[src/prrts_pkg.sv]
// Shared types, codes and defaults for the priority round-robin task scheduler.
`default_nettype none
package prrts_pkg;

  localparam int TASKS_DEF = 16;

  typedef enum logic [2:0] {
    K_CREATE = 3'd0,
    K_DELETE = 3'd1,
    K_DELAY  = 3'd2,
    K_TICK   = 3'd3,
    K_YIELD  = 3'd4
  } kind_t;

  localparam logic [1:0] ST_OK    = 2'd0;
  localparam logic [1:0] ST_BAD   = 2'd1;
  localparam logic [1:0] ST_NOCUR = 2'd2;

  localparam logic [1:0] WH_NONE  = 2'd0;
  localparam logic [1:0] WH_READY = 2'd1;
  localparam logic [1:0] WH_DELAY = 2'd2;

  localparam logic [1:0] RING_DELAY = 2'd3;
  localparam logic [1:0] PRIO_BAD   = 2'd3;

  typedef enum logic [4:0] {
    OP_NONE,
    OP_CRE_SET,
    OP_DEL_SET,
    OP_DLY_SET,
    OP_UL_RD,
    OP_UL_WR,
    OP_RING_DLY,
    OP_RING_LVL,
    OP_AP_RD,
    OP_AP_WR1,
    OP_AP_WR2,
    OP_TICK,
    OP_SW_INIT,
    OP_SW_TEST,
    OP_SW_ADV,
    OP_SW_ROOT,
    OP_SW_STEP1,
    OP_SW_STEP2,
    OP_ST_BAD,
    OP_ST_NOCUR
  } op_t;

  typedef struct packed {
    logic load;
    op_t  op;
  } cmd_t;

  typedef struct packed {
    logic create_ok;
    logic delete_ok;
    logic delay_ok;
    logic walk_go;
    logic wake_hit;
  } stat_t;

endpackage
`default_nettype wire

[src/prrts_dp.sv]
// Datapath: link arrays, task tables, ring counts, tick counter and walk registers.
`default_nettype none
module prrts_dp import prrts_pkg::*; #(
  parameter int MAX_TASKS = TASKS_DEF
) (
  input  wire logic        clk,
  input  wire logic        rst_n,
  input  wire cmd_t        cmd,
  output stat_t            stat,
  input  wire logic [3:0]  in_task_id,
  input  wire logic [1:0]  in_priority_req,
  input  wire logic [31:0] in_delay_ticks,
  input  wire logic        cfg_wr_en,
  input  wire logic [7:0]  cfg_wr_data,
  output logic [3:0]       out_running_task,
  output logic             out_running_valid,
  output logic [1:0]       out_status,
  output logic [31:0]      out_tick_now
);

  localparam int NN = MAX_TASKS + 4;
  localparam int NW = $clog2(NN);
  localparam int TW = $clog2(MAX_TASKS);
  localparam int CW = $clog2(MAX_TASKS + 1);
  localparam logic [NW-1:0] MT_N = NW'(MAX_TASKS);

  logic [NW-1:0] next_r [NN];
  logic [NW-1:0] prev_r [NN];
  logic [1:0]    level_r [MAX_TASKS];
  logic [1:0]    where_r [MAX_TASKS];
  logic [31:0]   wake_r [MAX_TASKS];
  logic [CW-1:0] cnt_r [4];
  logic [NW-1:0] cur_r, a_r, p_r, n_r, w_r, nx_r;
  logic [1:0]    ring_r;
  logic [CW-1:0] left_r;
  logic          chg_r;
  logic [31:0]   tick_r;
  logic [7:0]    step_r;
  logic [1:0]    st_r;
  logic [3:0]    id_r;
  logic [1:0]    prio_r;
  logic [31:0]   dly_r;

  logic [TW-1:0] id_idx, cur_idx, w_idx, a_idx;
  logic [1:0]    where_id;
  logic          cur_task;

  function automatic logic [NW-1:0] root(input logic [1:0] ring);
    return MT_N + NW'(ring);
  endfunction

  assign id_idx   = TW'(id_r);
  assign cur_idx  = TW'(cur_r);
  assign w_idx    = TW'(w_r);
  assign a_idx    = TW'(a_r);
  assign where_id = where_r[id_idx];
  assign cur_task = (cur_r < MT_N);

  always_comb begin
    stat.create_ok = (32'(id_r) < MAX_TASKS) && (prio_r != PRIO_BAD) && (where_id == WH_NONE);
    stat.delete_ok = (32'(id_r) < MAX_TASKS) && (where_id != WH_NONE);
    stat.delay_ok  = cur_task && (where_r[cur_idx] == WH_READY);
    stat.walk_go   = (left_r != '0) && (w_r < MT_N);
    stat.wake_hit  = tick_r > wake_r[w_idx];
  end

  always_ff @(posedge clk) begin
    if (!rst_n) begin
      for (int i = 0; i < NN; i++) begin
        next_r[i] <= NW'(i);
        prev_r[i] <= NW'(i);
      end
      for (int i = 0; i < MAX_TASKS; i++) begin
        where_r[i] <= WH_NONE;
      end
      for (int i = 0; i < 4; i++) begin
        cnt_r[i] <= '0;
      end
      cur_r  <= root(2'd0);
      chg_r  <= 1'b1;
      tick_r <= '0;
      step_r <= 8'd1;
      st_r   <= ST_OK;
    end else begin
      if (cfg_wr_en) begin
        step_r <= cfg_wr_data;
      end
      if (cmd.load) begin
        id_r   <= in_task_id;
        prio_r <= in_priority_req;
        dly_r  <= in_delay_ticks;
        st_r   <= ST_OK;
      end
      case (cmd.op)
        OP_CRE_SET: begin
          level_r[id_idx] <= prio_r;
          where_r[id_idx] <= WH_READY;
          chg_r  <= 1'b1;
          a_r    <= NW'(id_r);
          ring_r <= prio_r;
        end
        OP_DEL_SET: begin
          ring_r <= (where_id == WH_DELAY) ? RING_DELAY : level_r[id_idx];
          where_r[id_idx] <= WH_NONE;
          chg_r <= 1'b1;
          a_r   <= NW'(id_r);
        end
        OP_DLY_SET: begin
          // Wake time is compensated by the size of the ring the task leaves.
          wake_r[cur_idx] <= tick_r + dly_r + 32'd1 - 32'(cnt_r[level_r[cur_idx]]);
          where_r[cur_idx] <= WH_DELAY;
          chg_r  <= 1'b1;
          a_r    <= cur_r;
          ring_r <= level_r[cur_idx];
        end
        OP_UL_RD: begin
          p_r <= prev_r[a_r];
          n_r <= next_r[a_r];
        end
        OP_UL_WR: begin
          next_r[p_r] <= n_r;
          prev_r[n_r] <= p_r;
          if (cnt_r[ring_r] != '0) begin
            cnt_r[ring_r] <= cnt_r[ring_r] - CW'(1);
          end
        end
        OP_RING_DLY: ring_r <= RING_DELAY;
        OP_RING_LVL: ring_r <= level_r[a_idx];
        OP_AP_RD: begin
          p_r <= prev_r[root(ring_r)];
          next_r[a_r] <= root(ring_r);
        end
        OP_AP_WR1: begin
          prev_r[a_r] <= p_r;
          next_r[p_r] <= a_r;
        end
        OP_AP_WR2: begin
          prev_r[root(ring_r)] <= a_r;
          cnt_r[ring_r] <= cnt_r[ring_r] + CW'(1);
        end
        OP_TICK: tick_r <= tick_r + 32'(step_r);
        OP_SW_INIT: begin
          left_r <= cnt_r[RING_DELAY];
          w_r    <= next_r[root(RING_DELAY)];
        end
        OP_SW_TEST: begin
          nx_r   <= next_r[w_r];
          a_r    <= w_r;
          ring_r <= RING_DELAY;
          if (stat.wake_hit) begin
            chg_r <= 1'b1;
            where_r[w_idx] <= WH_READY;
          end
        end
        OP_SW_ADV: begin
          w_r    <= nx_r;
          left_r <= left_r - CW'(1);
        end
        OP_SW_ROOT: begin
          if (chg_r) begin
            if (cnt_r[2] != '0) begin
              cur_r <= root(2'd2);
            end else if (cnt_r[1] != '0) begin
              cur_r <= root(2'd1);
            end else begin
              cur_r <= root(2'd0);
            end
            chg_r <= 1'b0;
          end
        end
        OP_SW_STEP1: cur_r <= next_r[cur_r];
        OP_SW_STEP2: begin
          if (!cur_task) begin
            cur_r <= next_r[cur_r];
          end
        end
        OP_ST_BAD:   st_r <= ST_BAD;
        OP_ST_NOCUR: st_r <= ST_NOCUR;
        default: ;
      endcase
    end
  end

  assign out_running_task  = cur_task ? 4'(cur_r) : 4'd0;
  assign out_running_valid = cur_task;
  assign out_status        = st_r;
  assign out_tick_now      = tick_r;

endmodule
`default_nettype wire

[src/prrts_ctrl.sv]
// Controller: sequences ring edits, the delay-list walk and the switch that a word calls for.
`default_nettype none
module prrts_ctrl import prrts_pkg::*; (
  input  wire logic       clk,
  input  wire logic       rst_n,
  input  wire logic       in_valid,
  output logic            in_ready,
  input  wire logic [2:0] in_kind,
  output logic            out_valid,
  input  wire logic       out_ready,
  input  wire stat_t      stat,
  output cmd_t            cmd
);

  typedef enum logic [21:0] {
    S_IDLE  = 22'h000001,
    S_DEC   = 22'h000002,
    S_CSET  = 22'h000004,
    S_DSET  = 22'h000008,
    S_LSET  = 22'h000010,
    S_ULRD  = 22'h000020,
    S_ULWR  = 22'h000040,
    S_RDLY  = 22'h000080,
    S_RLVL  = 22'h000100,
    S_APRD  = 22'h000200,
    S_APW1  = 22'h000400,
    S_APW2  = 22'h000800,
    S_TICK  = 22'h001000,
    S_SWI   = 22'h002000,
    S_SWT   = 22'h004000,
    S_SWA   = 22'h008000,
    S_ROOT  = 22'h010000,
    S_ST1   = 22'h020000,
    S_ST2   = 22'h040000,
    S_BAD   = 22'h080000,
    S_NOCUR = 22'h100000,
    S_DONE  = 22'h200000
  } state_t;

  state_t      state_r, state_nxt;
  logic [2:0]  kind_r, kind_nxt;
  logic        walk_r, walk_nxt;

  always_ff @(posedge clk) begin
    if (!rst_n) begin
      state_r <= S_IDLE;
      kind_r  <= K_YIELD;
      walk_r  <= 1'b0;
    end else begin
      state_r <= state_nxt;
      kind_r  <= kind_nxt;
      walk_r  <= walk_nxt;
    end
  end

  assign in_ready  = (state_r == S_IDLE);
  assign out_valid = (state_r == S_DONE);

  always_comb begin
    state_nxt = state_r;
    kind_nxt  = kind_r;
    walk_nxt  = walk_r;
    cmd.load  = 1'b0;
    cmd.op    = OP_NONE;
    case (state_r)
      S_IDLE: begin
        if (in_valid) begin
          cmd.load  = 1'b1;
          kind_nxt  = in_kind;
          walk_nxt  = 1'b0;
          state_nxt = S_DEC;
        end
      end
      S_DEC: begin
        case (kind_r)
          K_CREATE: state_nxt = stat.create_ok ? S_CSET : S_BAD;
          K_DELETE: state_nxt = stat.delete_ok ? S_DSET : S_BAD;
          K_DELAY:  state_nxt = stat.delay_ok ? S_LSET : S_NOCUR;
          K_TICK:   state_nxt = S_TICK;
          K_YIELD:  state_nxt = S_SWI;
          default:  state_nxt = S_BAD;
        endcase
      end
      S_CSET: begin cmd.op = OP_CRE_SET; state_nxt = S_APRD; end
      S_DSET: begin cmd.op = OP_DEL_SET; state_nxt = S_ULRD; end
      S_LSET: begin cmd.op = OP_DLY_SET; state_nxt = S_ULRD; end
      S_ULRD: begin cmd.op = OP_UL_RD; state_nxt = S_ULWR; end
      S_ULWR: begin
        cmd.op = OP_UL_WR;
        if (walk_r) begin
          state_nxt = S_RLVL;
        end else if (kind_r == K_DELETE) begin
          state_nxt = S_DONE;
        end else begin
          state_nxt = S_RDLY;
        end
      end
      S_RDLY: begin cmd.op = OP_RING_DLY; state_nxt = S_APRD; end
      S_RLVL: begin cmd.op = OP_RING_LVL; state_nxt = S_APRD; end
      S_APRD: begin cmd.op = OP_AP_RD; state_nxt = S_APW1; end
      S_APW1: begin cmd.op = OP_AP_WR1; state_nxt = S_APW2; end
      S_APW2: begin
        cmd.op = OP_AP_WR2;
        if (walk_r) begin
          state_nxt = S_SWA;
        end else if (kind_r == K_CREATE) begin
          state_nxt = S_DONE;
        end else begin
          state_nxt = S_SWI;
        end
      end
      S_TICK: begin cmd.op = OP_TICK; state_nxt = S_SWI; end
      S_SWI: begin
        cmd.op    = OP_SW_INIT;
        walk_nxt  = 1'b1;
        state_nxt = S_SWT;
      end
      S_SWT: begin
        // Each task that was delayed when the switch began is visited once.
        if (stat.walk_go) begin
          cmd.op    = OP_SW_TEST;
          state_nxt = stat.wake_hit ? S_ULRD : S_SWA;
        end else begin
          state_nxt = S_ROOT;
        end
      end
      S_SWA:  begin cmd.op = OP_SW_ADV; state_nxt = S_SWT; end
      S_ROOT: begin
        cmd.op    = OP_SW_ROOT;
        walk_nxt  = 1'b0;
        state_nxt = S_ST1;
      end
      S_ST1:   begin cmd.op = OP_SW_STEP1; state_nxt = S_ST2; end
      S_ST2:   begin cmd.op = OP_SW_STEP2; state_nxt = S_DONE; end
      S_BAD:   begin cmd.op = OP_ST_BAD; state_nxt = S_DONE; end
      S_NOCUR: begin cmd.op = OP_ST_NOCUR; state_nxt = S_DONE; end
      S_DONE: begin
        if (out_ready) begin
          state_nxt = S_IDLE;
        end
      end
      default: state_nxt = S_IDLE;
    endcase
  end

endmodule
`default_nettype wire

[src/priority_round_robin_task_scheduler.sv]
// Top level of the priority round-robin task scheduler.
// One word is handled at a time and gives exactly one result word:
// - A create appends the task to its ring; a delete unlinks it.
// - A rejected word, or a delay with no ready task, only sets the status.
// - A yield runs a switch. A tick advances the count and a delay moves the
//   running task to the delay list; each then runs a switch.
// - Each switch visits the delayed tasks and moves each one that wakes back
//   to its ring.
// The controller walks the link arrays through one read and one write port
// per array each cycle. A new word is taken once the previous result has been
// taken.
`default_nettype none
module priority_round_robin_task_scheduler import prrts_pkg::*; #(
  parameter int MAX_TASKS = TASKS_DEF
) (
  input  wire logic        clk,
  input  wire logic        rst_n,
  input  wire logic        in_valid,
  output logic             in_ready,
  input  wire logic [2:0]  in_kind,
  input  wire logic [3:0]  in_task_id,
  input  wire logic [1:0]  in_priority_req,
  input  wire logic [31:0] in_delay_ticks,
  output logic             out_valid,
  input  wire logic        out_ready,
  output logic [3:0]       out_running_task,
  output logic             out_running_valid,
  output logic [1:0]       out_status,
  output logic [31:0]      out_tick_now,
  input  wire logic        cfg_wr_en,
  input  wire logic [7:0]  cfg_wr_data
);

  cmd_t  cmd;
  stat_t stat;

  prrts_ctrl u_ctrl (
    .clk       (clk),
    .rst_n     (rst_n),
    .in_valid  (in_valid),
    .in_ready  (in_ready),
    .in_kind   (in_kind),
    .out_valid (out_valid),
    .out_ready (out_ready),
    .stat      (stat),
    .cmd       (cmd)
  );

  prrts_dp #(.MAX_TASKS(MAX_TASKS)) u_dp (
    .clk               (clk),
    .rst_n             (rst_n),
    .cmd               (cmd),
    .stat              (stat),
    .in_task_id        (in_task_id),
    .in_priority_req   (in_priority_req),
    .in_delay_ticks    (in_delay_ticks),
    .cfg_wr_en         (cfg_wr_en),
    .cfg_wr_data       (cfg_wr_data),
    .out_running_task  (out_running_task),
    .out_running_valid (out_running_valid),
    .out_status        (out_status),
    .out_tick_now      (out_tick_now)
  );

endmodule
`default_nettype wire

[config.mk]
export PLATFORM = sky130hd
export DESIGN_NAME = priority_round_robin_task_scheduler
export DESIGN_NICKNAME = d
export VERILOG_FILES = /design/src/prrts_pkg.sv /design/src/prrts_dp.sv /design/src/prrts_ctrl.sv /design/src/priority_round_robin_task_scheduler.sv
export SDC_FILE = /design/constraint.sdc
export NUM_CORES = 2
export LEC_CHECK = 0
export ABC_CLOCK_PERIOD_IN_PS = 8650
export BUFFER_PORTS_ARGS = -buffer_cell sky130_fd_sc_hd__buf_4
export CAP_MARGIN = 10
export CORE_MARGIN = 4
export CORE_UTILIZATION = 30
export DETAILED_ROUTE_END_ITERATION = 6
export PLACE_DENSITY = 0.43
export REMOVE_ABC_BUFFERS = 1
export SLEW_MARGIN = 25
export SYNTH_ARGS = -nofsm -noshare
export SYNTH_HDL_FRONTEND = slang
export SYNTH_SLANG_ARGS = --single-unit
[constraint.sdc]
create_clock -name clk -period 8.65 [get_ports clk]
set_input_delay 0.865 -clock clk [delete_from_list [all_inputs] [get_ports clk]]
set_output_delay 0.865 -clock clk [all_outputs]
set_load 0.02 [all_outputs]
==> metrics <==
Die Area 0.179 mm²; Slew HR 0.247; Worst R2R End u_dp.wake_r[3][28]; Max Cap Viol 0; register area share after synthesis 0.608; status completed; hold_buf cts 0; vias after detailed routing 30,800; critical path class reg2reg; area of the core 0.172 mm²; fillers 16,600; DRC 0; Layout Nets 3,673; TritonCTS clock tree done; synth warn 0; Syn-to-layout area delta 14.8%; CP endpoint u_dp.wake_r[3][28]; PortBufs 94; critical path's slowest cell mux4_2; fin crit share 0.809; CTS max path bufs 3; largest net degree at the start of global routing 60; CTS H-tree lvls 3; RSZ-0062 raised after global routing no; r2r worst-path depth 18; starting density of the core 0.302; setup ws final 1.65 ns; Yosys reg bits 1,080; antenna fix cells 0; GPL Wtd Cong 0.853; final total power 0.0114 W; dpl ws 1.51 ns; CTS buffer count 121; first-pass GRT wire length 231 mm; row cnt 152; Crit path largest cell delay 0.65 ns; Root Buffer clkbuf_16; share of cells above drive strength 1 0.249; slew at the pin closest to its max-slew limit 1.13 ns; Hold Vio Cnt, Final 0; CTS clk-pin slew, worst paths 0.07 ns; minimum clock period 7.00 ns; Lkg Pwr 19.6 nW; cts repair resizes 0; Post-CTS Setup Bufs 0; critical path fanouts, max 19; CP arrival 7.42 ns; worst-skew pair later-pin latency 0.76 ns; main flop type after synthesis edfxtp_1; Hold WC Path Type in2reg; post-layout util 0.346; worst path bufs/invs 2; die height 423 µm; Startpoint Class flip-flop; number of global-route vias before repair 30,900; Worst EP required 9.07 ns; PwrDens 191 mW/mm²; Async S/R FF share, synth 0; synthesized area per cell 15.3 µm²; Post-DP HPWL 106 mm; Sinks on Clock Net 1,080; Mapped Cells 3,395; worst-path cell chain mux4_2, mux4_2, mux4_2, inv_1, fa_1, inv_1, ha_1, nor2_1, fa_1, nor2b_1, o211ai_1, a21o_1, a211oi_1, a2bb2oi_1, o21a_1, o22a_1, a211oi_1, xnor2_2; Final ANT Viol Nets 0; R2R setup slack 1.65 ns; fmax 143 MHz; drt pass-1 iters 5; critical path depth 18; library cells used by synthesis 87; worst vdd ir 0.000148 V; Worst Clk Skew 0.0491 ns; I/O Pins 95; number of synthesized flops with an enable pin 986; Setup Viol. Count Final 0; critical path capture point type flip-flop; Post-Syn Area 0.0518 mm²; total global-route track usage 0.177; die width 423 µm; Top delay family on crit path compound AO/OA/AOI/OAI gates; Max Slew Vio Count 0; most frequent CP cell mux4_2; Remaining Overflow, GRT 0; Initial DRC Count 2,928; WL/cell 27.1 µm; WL final 160 mm; Vias/cell 5.20; initial antenna violation count 2
power by group:
part	internal, W	switching [W]	total [W]
Sequential	0.00585	0.0000419	0.00589
Clock	0.00279	0.00214	0.00493
Combinational	0.000175	0.000366	0.000541
Total	0.00882	0.00255	0.0114
worst register-to-register path, delay by kind of cell, from the launching register on:
family | cells | cell delay (ns)
buffers and inverters | 2 | 0.16
AO/OA/AOI/OAI | 7 | 2.37
adder cells (fa/ha/maj) | 3 | 1.03
flip-flops | 1 | 0.54
AND/OR/NAND/NOR | 2 | 0.25
multiplexers | 3 | 1.74
XOR/XNOR | 1 | 0.58
Yosys cell counts (7+ instances only):
cell         n  area [µm²]
mux2i_1     37         370
nor4_1      27         169
fa_1         7         140
nand3_1     58         290
nor2_1     308        1160
edfxtp_1   986       29600
nor2b_1     31         194
a32oi_1      7        61.3
a22oi_1      8        60.1
inv_1      199         747
a31oi_1     13        81.3
a21oi_1     76         380
nor3_1      78         390
and3_1      10        62.6
buf_2       11        55.1
a211oi_1    11        82.6
xor2_1      16         140
nor3_2       7        70.1
or2_2       21         131
and2_1      15        93.8
or3_1       30         188
mux4_2     416        9370
nand2_1    258         968
nand2b_1    25         156
ha_1       104        1300
a21o_1      28         210
o32ai_1      9        78.8
mux2_2      35         394
buf_1       43         161
and4_1       8        70.1
o21a_1       9        67.6
o31ai_1      7        52.6
nand4_1     28         175
xnor2_1     35         307
o21ai_0     81         405
dfxtp_1     94        1880
a2111oi_0    9        78.8
nor3b_1     11        82.6
or4_1       10        75.1
clkbuf_1   122         458
flip-flops by register name, summed over array words and instances (netlist names), 8 cells and up, named ones only:
register and flops:
u_ctrl.state_r 22, u_dp.wake_r 512, u_dp.cnt_r 20, u_dp.prev_r 160, u_dp.next_r 160, u_dp.out_tick_now 32
u_dp.where_r 32, u_dp.step_r 8, u_dp.dly_r 32, u_dp.level_r 32
metal layers:
layer  up-vias  GRT usage  routed length (µm)  share of wire
li1      13500          -                   -              -
met1     16300      0.254               74100           0.46
met2       790      0.285               75800           0.47
met3       195     0.0255                7380          0.046
met4         4     0.0395                3030          0.019
met5         -          0                  26        0.00016
worst min-delay path by stage:
| stage | startpoint | endpoint | slack, ns | depth (start not counted) |
|---|---|---|---|---|
| final | in_delay_ticks[13] | u_dp.dly_r[13] | 0.27 | 1 |
| after global routing | in_delay_ticks[8] | u_dp.dly_r[8] | 0.23 | 1 |
| after CTS | in_delay_ticks[13] | u_dp.dly_r[13] | 0.20 | 1 |
| after detailed placement | u_dp.step_r[0] | u_dp.step_r[0] | 0.47 | 2 |
| after global placement | u_dp.step_r[0] | u_dp.step_r[0] | 0.47 | 2 |
| after floorplan | u_dp.step_r[0] | u_dp.step_r[0] | 0.44 | 2 |
placed cells by master (no fill, tap or decap), drive strengths merged, types with 31 or more instances in the layout:
| cell type | instances |
|---|---|
| xnor2 | 35 |
| nand3 | 58 |
| clkinv | 42 |
| inv | 206 |
| ha | 104 |
| nand2 | 258 |
| a21oi | 79 |
| edfxtp | 986 |
| nor2 | 308 |
| dfxtp | 94 |
| nor2b | 31 |
| buf | 171 |
| clkbuf | 177 |
| nor4 | 34 |
| nor3 | 85 |
| mux2 | 35 |
| mux2i | 38 |
| o21ai | 86 |
| mux4 | 416 |
area by class of cell:
cell class              count  area, µm²  area share
clock buffers             177       3350      0.0564
clock inverters            49        417     0.00701
inverters                 205        769      0.0129
multi-input cells        1929      19100       0.322
flip-flops and latches   1080      31500       0.530
well taps                2310       2890      0.0486
repair buffers            171       1350      0.0226
stage by stage:
step	cells	setup TNS, ns	cell area, µm²	hold WS [ns]
floorplan	3214	-11.69	51100	0.444
global placement	5692	0	55400	0.470
detailed placement	5693	0	55600	0.474
CTS	5919	0	59300	0.203
global route	5921	0	59400	0.234
finish	5921	0	59400	0.274
cell families (layout without fill, tap and decap cells):
family / count (synthesis) / count (layout) / share of synthesized area
DFF: 1080 / 1080 / 0.608
and+or+nand+nor: 957 / 957 / 0.0891
muxes: 489 / 489 / 0.196
buffers and inverters: 386 / 602 / 0.0287
AOI/OAI and AO/OA: 321 / 321 / 0.0414
adders and majority gates: 111 / 111 / 0.0278
xor gates and xnor gates: 51 / 51 / 0.00863
Power figures use the tool's default switching activity.
